`config.mk`:
```
export PLATFORM = sky130hd
export DESIGN_NAME = terminal_line_discipline
export DESIGN_NICKNAME = d
export VERILOG_FILES = /design/src/tld_pkg.sv /design/src/tld_ram.sv /design/src/tld_ring.sv /design/src/tld_edit.sv /design/src/terminal_line_discipline.sv
export SDC_FILE = /design/constraint.sdc
export NUM_CORES = 2
export LEC_CHECK = 0
export BUFFER_PORTS_ARGS = -buffer_cell sky130_fd_sc_hd__clkbuf_2
export CAP_MARGIN = 10
export CORE_MARGIN = 10
export CORE_UTILIZATION = 35
export CTS_BUF_LIST = sky130_fd_sc_hd__clkbuf_8
export DETAILED_ROUTE_END_ITERATION = 8
export HOLD_SLACK_MARGIN = 0.03
export SYNTH_ARGS = -nofsm -noshare
export SYNTH_HDL_FRONTEND = slang
export SYNTH_SLANG_ARGS = --single-unit
```
`constraint.sdc`:
```
create_clock -name clock -period 9.7 [get_ports clock]
set_input_delay 1.455 -clock clock [delete_from_list [all_inputs] [get_ports clock]]
set_output_delay 1.455 -clock clock [all_outputs]
set_load 0.02 [all_outputs]
```
`src/tld_pkg.sv`:
```
// shared types and constants of the terminal line discipline
package tld_pkg;

   // request kinds carried on req_tuser
   localparam logic [1:0] REQ_KEY     = 2'd0;
   localparam logic [1:0] REQ_READ    = 2'd1;
   localparam logic [1:0] REQ_SERVICE = 2'd2;

   // result kinds carried on rsp_tuser
   localparam logic [1:0] KIND_ACCEPT = 2'd0;
   localparam logic [1:0] KIND_ECHO   = 2'd1;
   localparam logic [1:0] KIND_STORE  = 2'd2;
   localparam logic [1:0] KIND_DONE   = 2'd3;

   // character codes
   localparam logic [7:0] CH_SPACE = 8'h20;
   localparam logic [7:0] CH_TILDE = 8'h7E;
   localparam logic [7:0] CH_BS    = 8'h08;
   localparam logic [7:0] CH_LF    = 8'h0A;

   localparam int unsigned BURST_MAX = 4;

   typedef struct packed {
      logic [1:0]  kind;
      logic [7:0]  key_byte;
      logic [15:0] req_count;
      logic [7:0]  proc_id;
      logic [7:0]  caller_id;
      logic [31:0] dest_addr;
   } item_type;

   typedef struct packed {
      logic [1:0]  out_kind;
      logic [7:0]  char_out;
      logic [31:0] store_addr;
      logic [15:0] count_out;
      logic [7:0]  proc_out;
      logic [7:0]  caller_out;
      logic        last;
   } result_type;

endpackage

```
`src/tld_ram.sv`:
```
// generic single-write, single-read ram with registered read data
module tld_ram #(
   parameter int WIDTH = 8,
   parameter int DEPTH = 256
) (
   input  logic                     clock,
   input  logic                     wr_en,
   input  logic [$clog2(DEPTH)-1:0] wr_addr,
   input  logic [WIDTH-1:0]         wr_data,
   input  logic                     rd_en,
   input  logic [$clog2(DEPTH)-1:0] rd_addr,
   output logic [WIDTH-1:0]         rd_data
);

   logic [WIDTH-1:0] mem_ff [DEPTH];
   logic [WIDTH-1:0] rd_data_ff;

   always_ff @(posedge clock) begin
      if (wr_en) begin
         mem_ff[wr_addr] <= wr_data;
      end
      if (rd_en) begin
         rd_data_ff <= mem_ff[rd_addr];
      end
   end

   assign rd_data = rd_data_ff;

endmodule

```
`src/tld_ring.sv`:
```
// key ring: head, tail and fill pointers around the byte store
module tld_ring #(
   parameter int RING_DEPTH = 256
) (
   input  logic       clock,
   input  logic       reset,
   input  logic       take,
   input  logic [1:0] kind,
   input  logic [7:0] key_byte,
   output logic       pop,
   output logic [7:0] pop_data
);
   import tld_pkg::*;

   localparam int ADDR_W = $clog2(RING_DEPTH);
   localparam int FILL_W = $clog2(RING_DEPTH + 1);

   logic [ADDR_W-1:0] head_ff, head_in;
   logic [ADDR_W-1:0] tail_ff, tail_in;
   logic [FILL_W-1:0] fill_ff, fill_in;
   logic              push;

   assign push = take && (kind == REQ_KEY) && (fill_ff != FILL_W'(RING_DEPTH));
   assign pop  = take && (kind == REQ_SERVICE) && (fill_ff != '0);

   always_comb begin
      head_in = head_ff;
      tail_in = tail_ff;
      fill_in = fill_ff;
      if (push) begin
         head_in = (head_ff == ADDR_W'(RING_DEPTH - 1)) ? '0 : head_ff + 1'b1;
         fill_in = fill_ff + 1'b1;
      end
      if (pop) begin
         tail_in = (tail_ff == ADDR_W'(RING_DEPTH - 1)) ? '0 : tail_ff + 1'b1;
         fill_in = fill_ff - 1'b1;
      end
   end

   always_ff @(posedge clock) begin
      if (reset) begin
         head_ff <= '0;
         tail_ff <= '0;
         fill_ff <= '0;
      end else begin
         head_ff <= head_in;
         tail_ff <= tail_in;
         fill_ff <= fill_in;
      end
   end

   tld_ram #(
      .WIDTH (8),
      .DEPTH (RING_DEPTH)
   ) u_ram (
      .clock   (clock),
      .wr_en   (push),
      .wr_addr (head_ff),
      .wr_data (key_byte),
      .rd_en   (pop),
      .rd_addr (tail_ff),
      .rd_data (pop_data)
   );

   a_fill_range: assert property (@(posedge clock) disable iff (reset)
      fill_ff <= FILL_W'(RING_DEPTH))
      else $error("ring fill beyond depth");

   a_full_drop: assert property (@(posedge clock) disable iff (reset)
      take && kind == REQ_KEY && fill_ff == FILL_W'(RING_DEPTH) |=> $stable(head_ff))
      else $error("key pushed into full ring");

endmodule

```
`src/tld_edit.sv`:
```
// line editing stage: pending read state, result burst and output register
module tld_edit (
   input  logic                clock,
   input  logic                reset,
   input  logic                take,
   input  tld_pkg::item_type   item,
   input  logic                pop,
   input  logic [7:0]          pop_data,
   output logic                ready,
   output logic                rsp_tvalid,
   input  logic                rsp_tready,
   output tld_pkg::result_type rsp_item
);
   import tld_pkg::*;

   // stage one: accepted item, ram data arrives alongside
   logic       s1_valid_ff;
   item_type   s1_item_ff;
   logic       s1_pop_ff;

   // pending read
   logic [15:0] left_ff, left_in;
   logic [15:0] done_ff, done_in;
   logic [31:0] paddr_ff, paddr_in;
   logic [7:0]  pproc_ff, pproc_in;
   logic [7:0]  pcaller_ff, pcaller_in;

   // result burst, drained from entry zero
   result_type res_ff [BURST_MAX];
   logic [2:0] rem_ff;

   result_type gen [BURST_MAX];
   logic [2:0] gen_n;
   logic       burst_free;
   logic       s1_go;
   logic [7:0] ch;

   assign ch = pop_data;

   always_comb begin
      for (int i = 0; i < BURST_MAX; i++) begin
         gen[i] = '0;
      end
      gen_n      = '0;
      left_in    = left_ff;
      done_in    = done_ff;
      paddr_in   = paddr_ff;
      pproc_in   = pproc_ff;
      pcaller_in = pcaller_ff;
      case (s1_item_ff.kind)
         REQ_READ: begin
            pcaller_in = s1_item_ff.caller_id;
            pproc_in   = s1_item_ff.proc_id;
            paddr_in   = s1_item_ff.dest_addr;
            left_in    = s1_item_ff.req_count;
            done_in    = '0;
            gen[0].out_kind   = KIND_ACCEPT;
            gen[0].count_out  = s1_item_ff.req_count;
            gen[0].proc_out   = s1_item_ff.proc_id;
            gen[0].caller_out = s1_item_ff.caller_id;
            gen_n = 3'd1;
         end
         REQ_SERVICE: begin
            if (s1_pop_ff && left_ff != '0) begin
               if (ch inside {[CH_SPACE:CH_TILDE]}) begin
                  gen[0].out_kind   = KIND_ECHO;
                  gen[0].char_out   = ch;
                  gen[1].out_kind   = KIND_STORE;
                  gen[1].char_out   = ch;
                  gen[1].store_addr = paddr_ff + 32'(done_ff);
                  gen_n   = 3'd2;
                  done_in = done_ff + 16'd1;
                  left_in = left_ff - 16'd1;
               end else if (ch == CH_BS && done_ff != '0) begin
                  gen[0].out_kind = KIND_ECHO;
                  gen[0].char_out = ch;
                  gen_n   = 3'd1;
                  done_in = done_ff - 16'd1;
                  left_in = left_ff + 16'd1;
               end
               // newline or count reached ends the read
               if (ch == CH_LF || left_in == '0) begin
                  gen[gen_n[1:0]].out_kind         = KIND_ECHO;
                  gen[gen_n[1:0]].char_out         = CH_LF;
                  gen[gen_n[1:0] + 2'd1].out_kind   = KIND_DONE;
                  gen[gen_n[1:0] + 2'd1].count_out  = done_in;
                  gen[gen_n[1:0] + 2'd1].proc_out   = pproc_ff;
                  gen[gen_n[1:0] + 2'd1].caller_out = pcaller_ff;
                  gen_n   = gen_n + 3'd2;
                  left_in = '0;
               end
            end
         end
         default: begin
         end
      endcase
      for (int i = 0; i < BURST_MAX; i++) begin
         gen[i].last = (3'(i) + 3'd1 == gen_n);
      end
   end

   assign burst_free = (rem_ff == '0) || (rem_ff == 3'd1 && rsp_tready);
   assign s1_go      = s1_valid_ff && (gen_n == '0 || burst_free);
   assign ready      = !s1_valid_ff || s1_go;

   always_ff @(posedge clock) begin
      if (reset) begin
         s1_valid_ff <= 1'b0;
         rem_ff      <= '0;
         left_ff     <= '0;
         done_ff     <= '0;
         paddr_ff    <= '0;
         pproc_ff    <= '0;
         pcaller_ff  <= '0;
      end else begin
         if (ready) begin
            s1_valid_ff <= take;
         end
         if (s1_go) begin
            left_ff    <= left_in;
            done_ff    <= done_in;
            paddr_ff   <= paddr_in;
            pproc_ff   <= pproc_in;
            pcaller_ff <= pcaller_in;
         end
         if (s1_go && gen_n != '0) begin
            rem_ff <= gen_n;
         end else if (rsp_tvalid && rsp_tready) begin
            rem_ff <= rem_ff - 3'd1;
         end
      end
   end

   always_ff @(posedge clock) begin
      if (ready && take) begin
         s1_item_ff <= item;
         s1_pop_ff  <= pop;
      end
      if (s1_go && gen_n != '0) begin
         for (int i = 0; i < BURST_MAX; i++) begin
            res_ff[i] <= gen[i];
         end
      end else if (rsp_tvalid && rsp_tready) begin
         for (int i = 0; i < BURST_MAX - 1; i++) begin
            res_ff[i] <= res_ff[i + 1];
         end
      end
   end

   assign rsp_tvalid = (rem_ff != '0);
   assign rsp_item   = res_ff[0];

   a_rem_range: assert property (@(posedge clock) disable iff (reset)
      rem_ff <= 3'd4)
      else $error("burst count out of range");

   a_last_at_end: assert property (@(posedge clock) disable iff (reset)
      rsp_tvalid && rsp_item.last |-> rem_ff == 3'd1)
      else $error("last flag before end of burst");

   a_end_has_last: assert property (@(posedge clock) disable iff (reset)
      rsp_tvalid && rem_ff == 3'd1 |-> rsp_item.last)
      else $error("burst ends without last flag");

   // a burst that closes with a completion leaves no read pending
   a_done_clears: assert property (@(posedge clock) disable iff (reset)
      s1_go && s1_item_ff.kind == REQ_SERVICE && gen_n != '0
         && gen[gen_n[1:0] - 2'd1].out_kind == KIND_DONE |=> left_ff == '0)
      else $error("read still pending after completion");

endmodule

```
`src/terminal_line_discipline.sv`:
```
// top level of the terminal line discipline
//
// input channel req_*: one item per key byte, read request or service request,
// the kind on req_tuser. key items fill a ring of RING_DEPTH bytes (dropped
// when full), service items pop one byte and run it through line editing of
// the pending read. result channel rsp_*: accept, echo, store and complete
// items, the kind on rsp_tuser, rsp_tlast on the final result of each input.
// path: an item is held in the input register, with the ram read beside it,
// then its results go to the result register, waiting while a burst drains.
// throughput: one item per cycle while no earlier burst is draining; an item
// that yields results holds the editing stage while its burst drains, the
// ram port giving one pop per cycle. items that yield nothing never wait on
// the result side.
// a stalled receiver holds the current result steady; the editing stage
// keeps one more item, then req_tready drops.
// reset empties the ring and clears any pending read. ring contents are not
// cleared, as only written entries are ever popped.
module terminal_line_discipline #(
   parameter int RING_DEPTH = 256
) (
   input  logic        clock,
   input  logic        reset,
   input  logic        req_tvalid,
   output logic        req_tready,
   // key_byte[7:0], req_count[23:8], proc_id[31:24], caller_id[39:32],
   // dest_addr[71:40]
   input  logic [71:0] req_tdata,
   // req_type[1:0]
   input  logic [1:0]  req_tuser,
   output logic        rsp_tvalid,
   input  logic        rsp_tready,
   // char_out[7:0], store_addr[39:8], count_out[55:40], proc_out[63:56],
   // caller_out[71:64]
   output logic [71:0] rsp_tdata,
   // out_kind[1:0]
   output logic [1:0]  rsp_tuser,
   output logic        rsp_tlast
);
   import tld_pkg::*;

   item_type   item;
   result_type rsp_item;
   logic       take;
   logic       pop;
   logic [7:0] pop_data;

   // unpack the incoming item
   assign item.kind      = req_tuser;
   assign item.key_byte  = req_tdata[7:0];
   assign item.req_count = req_tdata[23:8];
   assign item.proc_id   = req_tdata[31:24];
   assign item.caller_id = req_tdata[39:32];
   assign item.dest_addr = req_tdata[71:40];

   assign take = req_tvalid && req_tready;

   // ring pointers and byte store
   tld_ring #(
      .RING_DEPTH (RING_DEPTH)
   ) u_ring (
      .clock    (clock),
      .reset    (reset),
      .take     (take),
      .kind     (item.kind),
      .key_byte (item.key_byte),
      .pop      (pop),
      .pop_data (pop_data)
   );

   // line editing and result burst
   tld_edit u_edit (
      .clock      (clock),
      .reset      (reset),
      .take       (take),
      .item       (item),
      .pop        (pop),
      .pop_data   (pop_data),
      .ready      (req_tready),
      .rsp_tvalid (rsp_tvalid),
      .rsp_tready (rsp_tready),
      .rsp_item   (rsp_item)
   );

   // pack the outgoing result
   assign rsp_tdata = {rsp_item.caller_out, rsp_item.proc_out, rsp_item.count_out,
                       rsp_item.store_addr, rsp_item.char_out};
   assign rsp_tuser = rsp_item.out_kind;
   assign rsp_tlast = rsp_item.last;

endmodule

```
======== After elaboration in Yosys (flattened, before gate mapping) ========
Memories as Yosys holds them, arrays and structs flattened. A register that Yosys moved wholly into a read port is not among the register bits.
Index checks and enable logic that the tools add are counted.
word-level totals
  memories ................................ 2
  bits of input ports ..................... 78
  register bits after elaboration ......... 176
  output and inout port bits .............. 77
  memory bits (writable) .................. 2,348
  word-level logic and storage cells ...... 156
memory list
  name                 depth  bits a word  read ports  clocked after memory_dff  wr ports  line            source
  u_ring.u_ram.mem_ff  256    8            1           1                         1         tld_ram.sv:15   logic [WIDTH-1:0] mem_ff [DEPTH];
  u_edit.res_ff        4      75           4           0                         4         tld_edit.sv:29  result_type res_ff [BURST_MAX];
cells by class
  bitwise gates (word level) .............. 5
  equal/unequal tests ..................... 14
  $add $sub $neg .......................... 12
  order comparisons ....................... 6
  reductions and logical operators ........ 34
  mux-type cells .......................... 67
operators with widths
  kind                     count
  $bwmux W300              6
  $demux W75 S2            6
  $mux W300                2
  $mux W75                 5
  $mux W225                1
  $mux W16                 11
  $mux W42                 3
  $mux W73                 1
  $pmux W16 S2             2
  $pmux W32 S2             1
  $mux W40                 1
  $mux W9                  4
  $mux W33                 1
  $add A16 B1 Y16 const B  2
  $add A32 B16 Y32         1
  $reduce_bool A16 Y1      2
  $sub A16 B1 Y16 const B  2
  $mux W10                 3
  $mux W3                  7
  $mux W17                 1
  $add A8 B1 Y8 const B    2
  $eq A8 B4 Y1 const B     2
  $eq A8 B8 Y1 const B     2
  $logic_not A16 Y1        1
  33 further kinds         69

======== Longest topological paths before layout ========
  word-level depth ........................ 21
  mapped depth ............................ 27
  depth with buffers taken out ............ 25

======== By module ========
A second synthesis with hierarchy kept.
unflattened totals
  cell total of the unflattened synthesis .. 5,490
  area, all modules ....................... 98,111.6 um^2
by module, submodules not included
  module                    times used  cells an instance  area an instance (um^2)
  tld_ram                   1           3,733              79,636.4
  tld_edit                  1           1,594              17,038.8
  tld_ring                  1           162                1,430.1
  terminal_line_discipline  1           1                  6.3

======== Least setup slack after synthesis ========
OpenSTA, ideal clock, no wires.
  kind .................................... reg-to-reg
  start point ............................. register u_edit.left_ff[4]
  end point ............................... memory u_edit.res_ff[0][0] in the netlist's numbering (enable)
  stages on the path, launching flop included .. 18
  buffers on the path ..................... 3
  data arrival time ....................... 8,544 ps
  data required time ...................... 9,119 ps
  slack ................................... 575 ps
  cells stage by stage .................... dfxtp_1 > buf_2 > or4_1 > buf_2 > or4_4 > nor3_1 > a31oi_1 > a221oi_1 > and4b_1 > nand2_1 > nand2_1 > ha_1 > nor2_1 > o21ai_0 > a21o_1 > and4b_1 > buf_2 > nand2b_1
RTL lines
  element                 line             source
  start, declared         tld_edit.sv:22   logic [15:0] left_ff, left_in;
  start signal, assigned  tld_edit.sv:120  left_ff <= left_in;
  end, declared           tld_edit.sv:29

======== Final worst setup path ========
  start point ............................. register u_ring.u_ram.rd_data_ff[5] (netlist: u_ring.u_ram.rd_data[5]) (read register of u_ring.u_ram.mem_ff)
  end point ............................... register u_ring.fill_ff[8]
between the ends
  word-level cells in the longest chain between the ends .. 19
  elaborated cells between the ends (all ways) .. 31
ends and longest elaborated chain
  element                                               line                            source
  start, declared                                       tld_ram.sv:16                   logic [WIDTH-1:0] rd_data_ff;
  branches (longest 8 deep; another with $ge A8 B6 Y1)  n/a
  $mux W3 (*)                                           tld_edit.sv:82                  if (ch == CH_LF || left_in == '0) begin
  $mux W3 (*)                                           tld_edit.sv:64                  if (s1_pop_ff && left_ff != '0) begin
  $pmux W3 S2 (*)                                       tld_edit.sv:50                  case (s1_item_ff.kind)
  $logic_not A3 Y1 (*)                                  tld_edit.sv:103                 assign s1_go = s1_valid_ff && (gen_n == '0 || burst_free);
  $logic_or A1 B1 Y1 (*)                                tld_edit.sv:103
  $logic_and A1 B1 Y1 (*)                               tld_edit.sv:103
  $logic_or A1 B1 Y1 (*)                                tld_edit.sv:104                 assign ready = !s1_valid_ff || s1_go;
  $logic_and A1 B1 Y1 (*)                               terminal_line_discipline.sv:55  assign take = req_tvalid && req_tready;
  $logic_and A1 B1 Y1 (on tied branches) (2 in a row)   tld_ring.sv:24, tld_ring.sv:23
  $mux W9 or $reduce_bool A2 Y1 (tied branches)         n/a
  end signal, assigned                                  tld_ring.sv:48                  fill_ff <= fill_in;
  end, declared                                         tld_ring.sv:20                  logic [FILL_W-1:0] fill_ff, fill_in;
Every way passes the cells marked *. The select of a mux whose other input is x is not followed.
A chain may end at the register's enable or synchronous reset.

==> flow_summary.toml <==
[clocking]
cts-hold-fix-buffers = 0
htreeDepth = 5
cts-root-buf = "clkbuf_8"
post_cts_buffers = 0
clock_path_buffers = 4
cts_tree = "done"
clock_sinks = 2454
clk_latency_ps = 1000
post_cts_resized = 0
clkSlewWorstSetupHoldPaths_ps = 70
numCtsBuffers = 378

[synth]
ys_ff_latch = 2454
yosysWarningCount = 0
synth-async-reset-ratio = 0
yosysSeqAreaShare = 0.745
ys_types = 83
synth_area_sq_um = 97400
synth_edf_count = 2345
synth_ff_type = "edfxtp_1"
syn_avg_cell_area_sq_um = 19.9
syn_inst = 4892

[floorplan]
core_area_sq_um = 277000
row_count = 193
die_h_um = 548
die_x_um = 548
io_pins = 155
start_util = 0.352
dieArea_sq_um = 300000

[pwr]
p_sw_frac = 0.239
p_int_mw = 16.8
p_sw_mw = 5.26
combPwrFrac = 0.068
cellLeakagePower_nw = 33.3
clkPwrFrac = 0.377
pwr-share-seq = 0.556
vdd.ir_drop.worst_uv = 141
p_per_area_nw_per_um2 = 202

[worst_hold_path]
hold_depth = 2
hold_start = "u_edit.paddr_ff[2]$_SDFFE_PP0P_"
hold_path.class = "register to register"
hold_path_end = "u_edit.paddr_ff[2]$_SDFFE_PP0P_"

[setup_path]
r2r_end = "u_ring.fill_ff[8]$_SDFFE_PP0P_"
crit_top_cell = "a21o_1"
critPathMaxFanout = 28
critPathRequiredTime_ps = 10490
critPathBufInv = 0
rrSetupSlack_ps = 1690
path_cells = "nor4_1 > nand3_1 > o32ai_1 > o21ai_0 > a2111oi_0 > and4b_1 > nand2_1 > nand2_1 > ha_1 > nor2_1 > o21ai_0 > a21o_1 > a311oi_4 > o211a_1 > ha_1 > a21o_1 > a21o_1 > a21o_1 > a21oi_1 > o21ai_0 > mux2i_1 > a21oi_1 > a311oi_1"
cp-start-kind = "register"
critical-path-top-delay-family = "compound AO/OA/AOI/OAI gates"
critPathKind = "register to register"
cp_slowest_cell = "o211a_1"
setup.worst_path.end_class = "register"
slowest_delay_ps = 890
reg2reg_depth = 23
cp_data_arrival_time_ps = 8810
r2r-start = "u_ring.u_ram.rd_data[5]$_DFFE_PP_"

[layout]
drive_gt1_frac = 0.266
layout_common_cells = "edfxtp_1 (2,345), mux4_2 (680), clkbuf_8 (391)"
syn2layout_area_growth_pct = 12.0
layout_commonest_cell = "edfxtp_1"
design_area_sq_um = 109000
finish.net_count = 5257

[timing]
setup_ws_ps = 1690
final-setup-viol-count = 0
relSlewSlack = 0.158
worst_pin_slew_ps = 1260
tns_ps = 0
finalMaxSlewViolations = 0
finalCritPeriodShare = 0.826
fin_skew_ps = 118
min_period_ps = 8010
fmax_ghz = 0.125
rsz0062_at_grt = "false"
hold_violations = 0

[route]
drc_errors = 0
via_per_inst = 5.35
vias = 48956
drtIter0Drc = 5714
routed_wl_um = 241000
first_pass_iters = 6
antenna_left = 0
wl_per_cell_um = 26.4

[placement]
place_congestion = 0.831
hpwl_um = 142000
placed_area_sq_um = 102000
post-place-ws_ps = 1840
port_buffers = 154

[global_routing]
grt_pass1_vias = 48865
grt_max_degree = 167
grt_first_pass_wirelength_um = 351000
antenna_found_initial = 12
overflow = 0
grt_use_total = 0.155

[status]
status = "complete, no violations"

[job]
max_cap_viol_count = 0
==> logic make-up after synthesis <==
group	Yosys count	share of synthesized area
multiplexers	683	0.158
XOR/XNOR	63	0.00567
other	1	0.0000385
AND/OR/NAND/NOR	903	0.0422
AO/OA/AOI/OAI	359	0.0253
adder cells (fa/ha/maj)	40	0.00529
flip-flops	2454	0.745
buffers and inverters	389	0.0184
==> area by class of cell <==
class	instances	area, sq um
timing repair buffer	224	1490
clock buffer	391	5380
fill	24735	168000
antenna	2	5.00
sequential	2454	72600
clock inverter	291	1730
inverter	31	116
tap	3705	4640
multi-input combinational	2050	23100
==> routing by layer <==
metal / part of all wire / track usage / vias up
li1: - / - / 20437
met1: 0.44 / 0.228 / 25789
met2: 0.45 / 0.229 / 2346
met3: 0.093 / 0.0432 / 382
met4: 0.024 / 0.0378 / 2
met5: 0.000046 / 0 / -
==> worst max path at each step <==
stage | slack [ps] | to | cells after the start | from
finish | 1690 | u_ring.fill_ff[8]$_SDFFE_PP0P_ | 23 | u_ring.u_ram.rd_data[5]$_DFFE_PP_
global route | 1190 | u_ring.u_ram.mem_ff[63][1]$_DFFE_PP_ | 16 | u_ring.u_ram.rd_data[5]$_DFFE_PP_
CTS | 1860 | u_ring.u_ram.mem_ff[143][4]$_DFFE_PP_ | 18 | u_edit.done_ff[0]$_SDFFE_PP0P_
detailed placement | 1840 | u_ring.u_ram.mem_ff[143][5]$_DFFE_PP_ | 16 | u_ring.u_ram.rd_data[5]$_DFFE_PP_
global placement | 1980 | u_ring.u_ram.mem_ff[63][6]$_DFFE_PP_ | 18 | u_edit.done_ff[0]$_SDFFE_PP0P_
floorplan | 580 | u_edit.res_ff[0][0]$_DFFE_PP_ | 17 | u_edit.left_ff[4]$_SDFFE_PP0P_
==> tightest hold or removal path, delay by kind of cell, from the launching register on <==
| family | cells | cell delay (ps) |
|---|---|---|
| AND/OR/NAND/NOR | 1 | 60 |
| flip-flops | 1 | 320 |
| AO/OA/AOI/OAI | 1 | 50 |
==> flip-flops by register name (all words and copies together) (netlist names), 9 cells and up <==
name                 cells
u_edit.done_ff          16
u_edit.left_ff          16
u_edit.paddr_ff         32
u_edit.res_ff          222
u_edit.s1_item_ff       66
u_ring.fill_ff           9
u_ring.u_ram.mem_ff   2048
==> synth_stat cells, drive strengths merged, types with 8 or more instances <==
master	instances	area, sq um
nand3	39	200
nor3	41	215
dfxtp	109	2180
nor3b	10	91.3
a21oi	92	460
xnor2	33	289
nor4	20	125
mux4	680	15300
a221oi	8	70.1
nand2	260	1010
xor2	30	263
and3	17	106
o21ai	71	355
a211oi	18	135
ha	38	475
a31oi	10	62.6
and2	75	469
nor2	369	1390
or3	13	81.3
nand4	16	100
a22o	63	552
clkbuf	191	717
edfxtp	2345	70400
inv	31	116
buf	167	961
a21o	17	128
a22oi	12	90.1
nor2b	9	56.3
==> metrics by stage <==
stage          utilization  power [mW]  hold slack, ps  cells
6_report             0.394        22.0             473   9148
5_1_grt              0.394        22.8             493   9147
4_1_cts              0.394        22.2             477   9145
3_5_place_dp         0.368        14.0             462   8463
3_3_place_gp         0.368        13.9             458   8461
2_1_floorplan            -        13.5             441   4893
==> power groups by stage <==
stage	clock network [mW]	logic (mW)	registers, mW
after floorplan	0	1.05	12.5
after global placement	0	1.50	12.4
after detailed placement	0	1.51	12.5
after CTS	8.47	1.52	12.2
after global routing	8.95	1.62	12.2
final	8.29	1.49	12.2
Note: power is estimated with default switching activity, not from simulation.
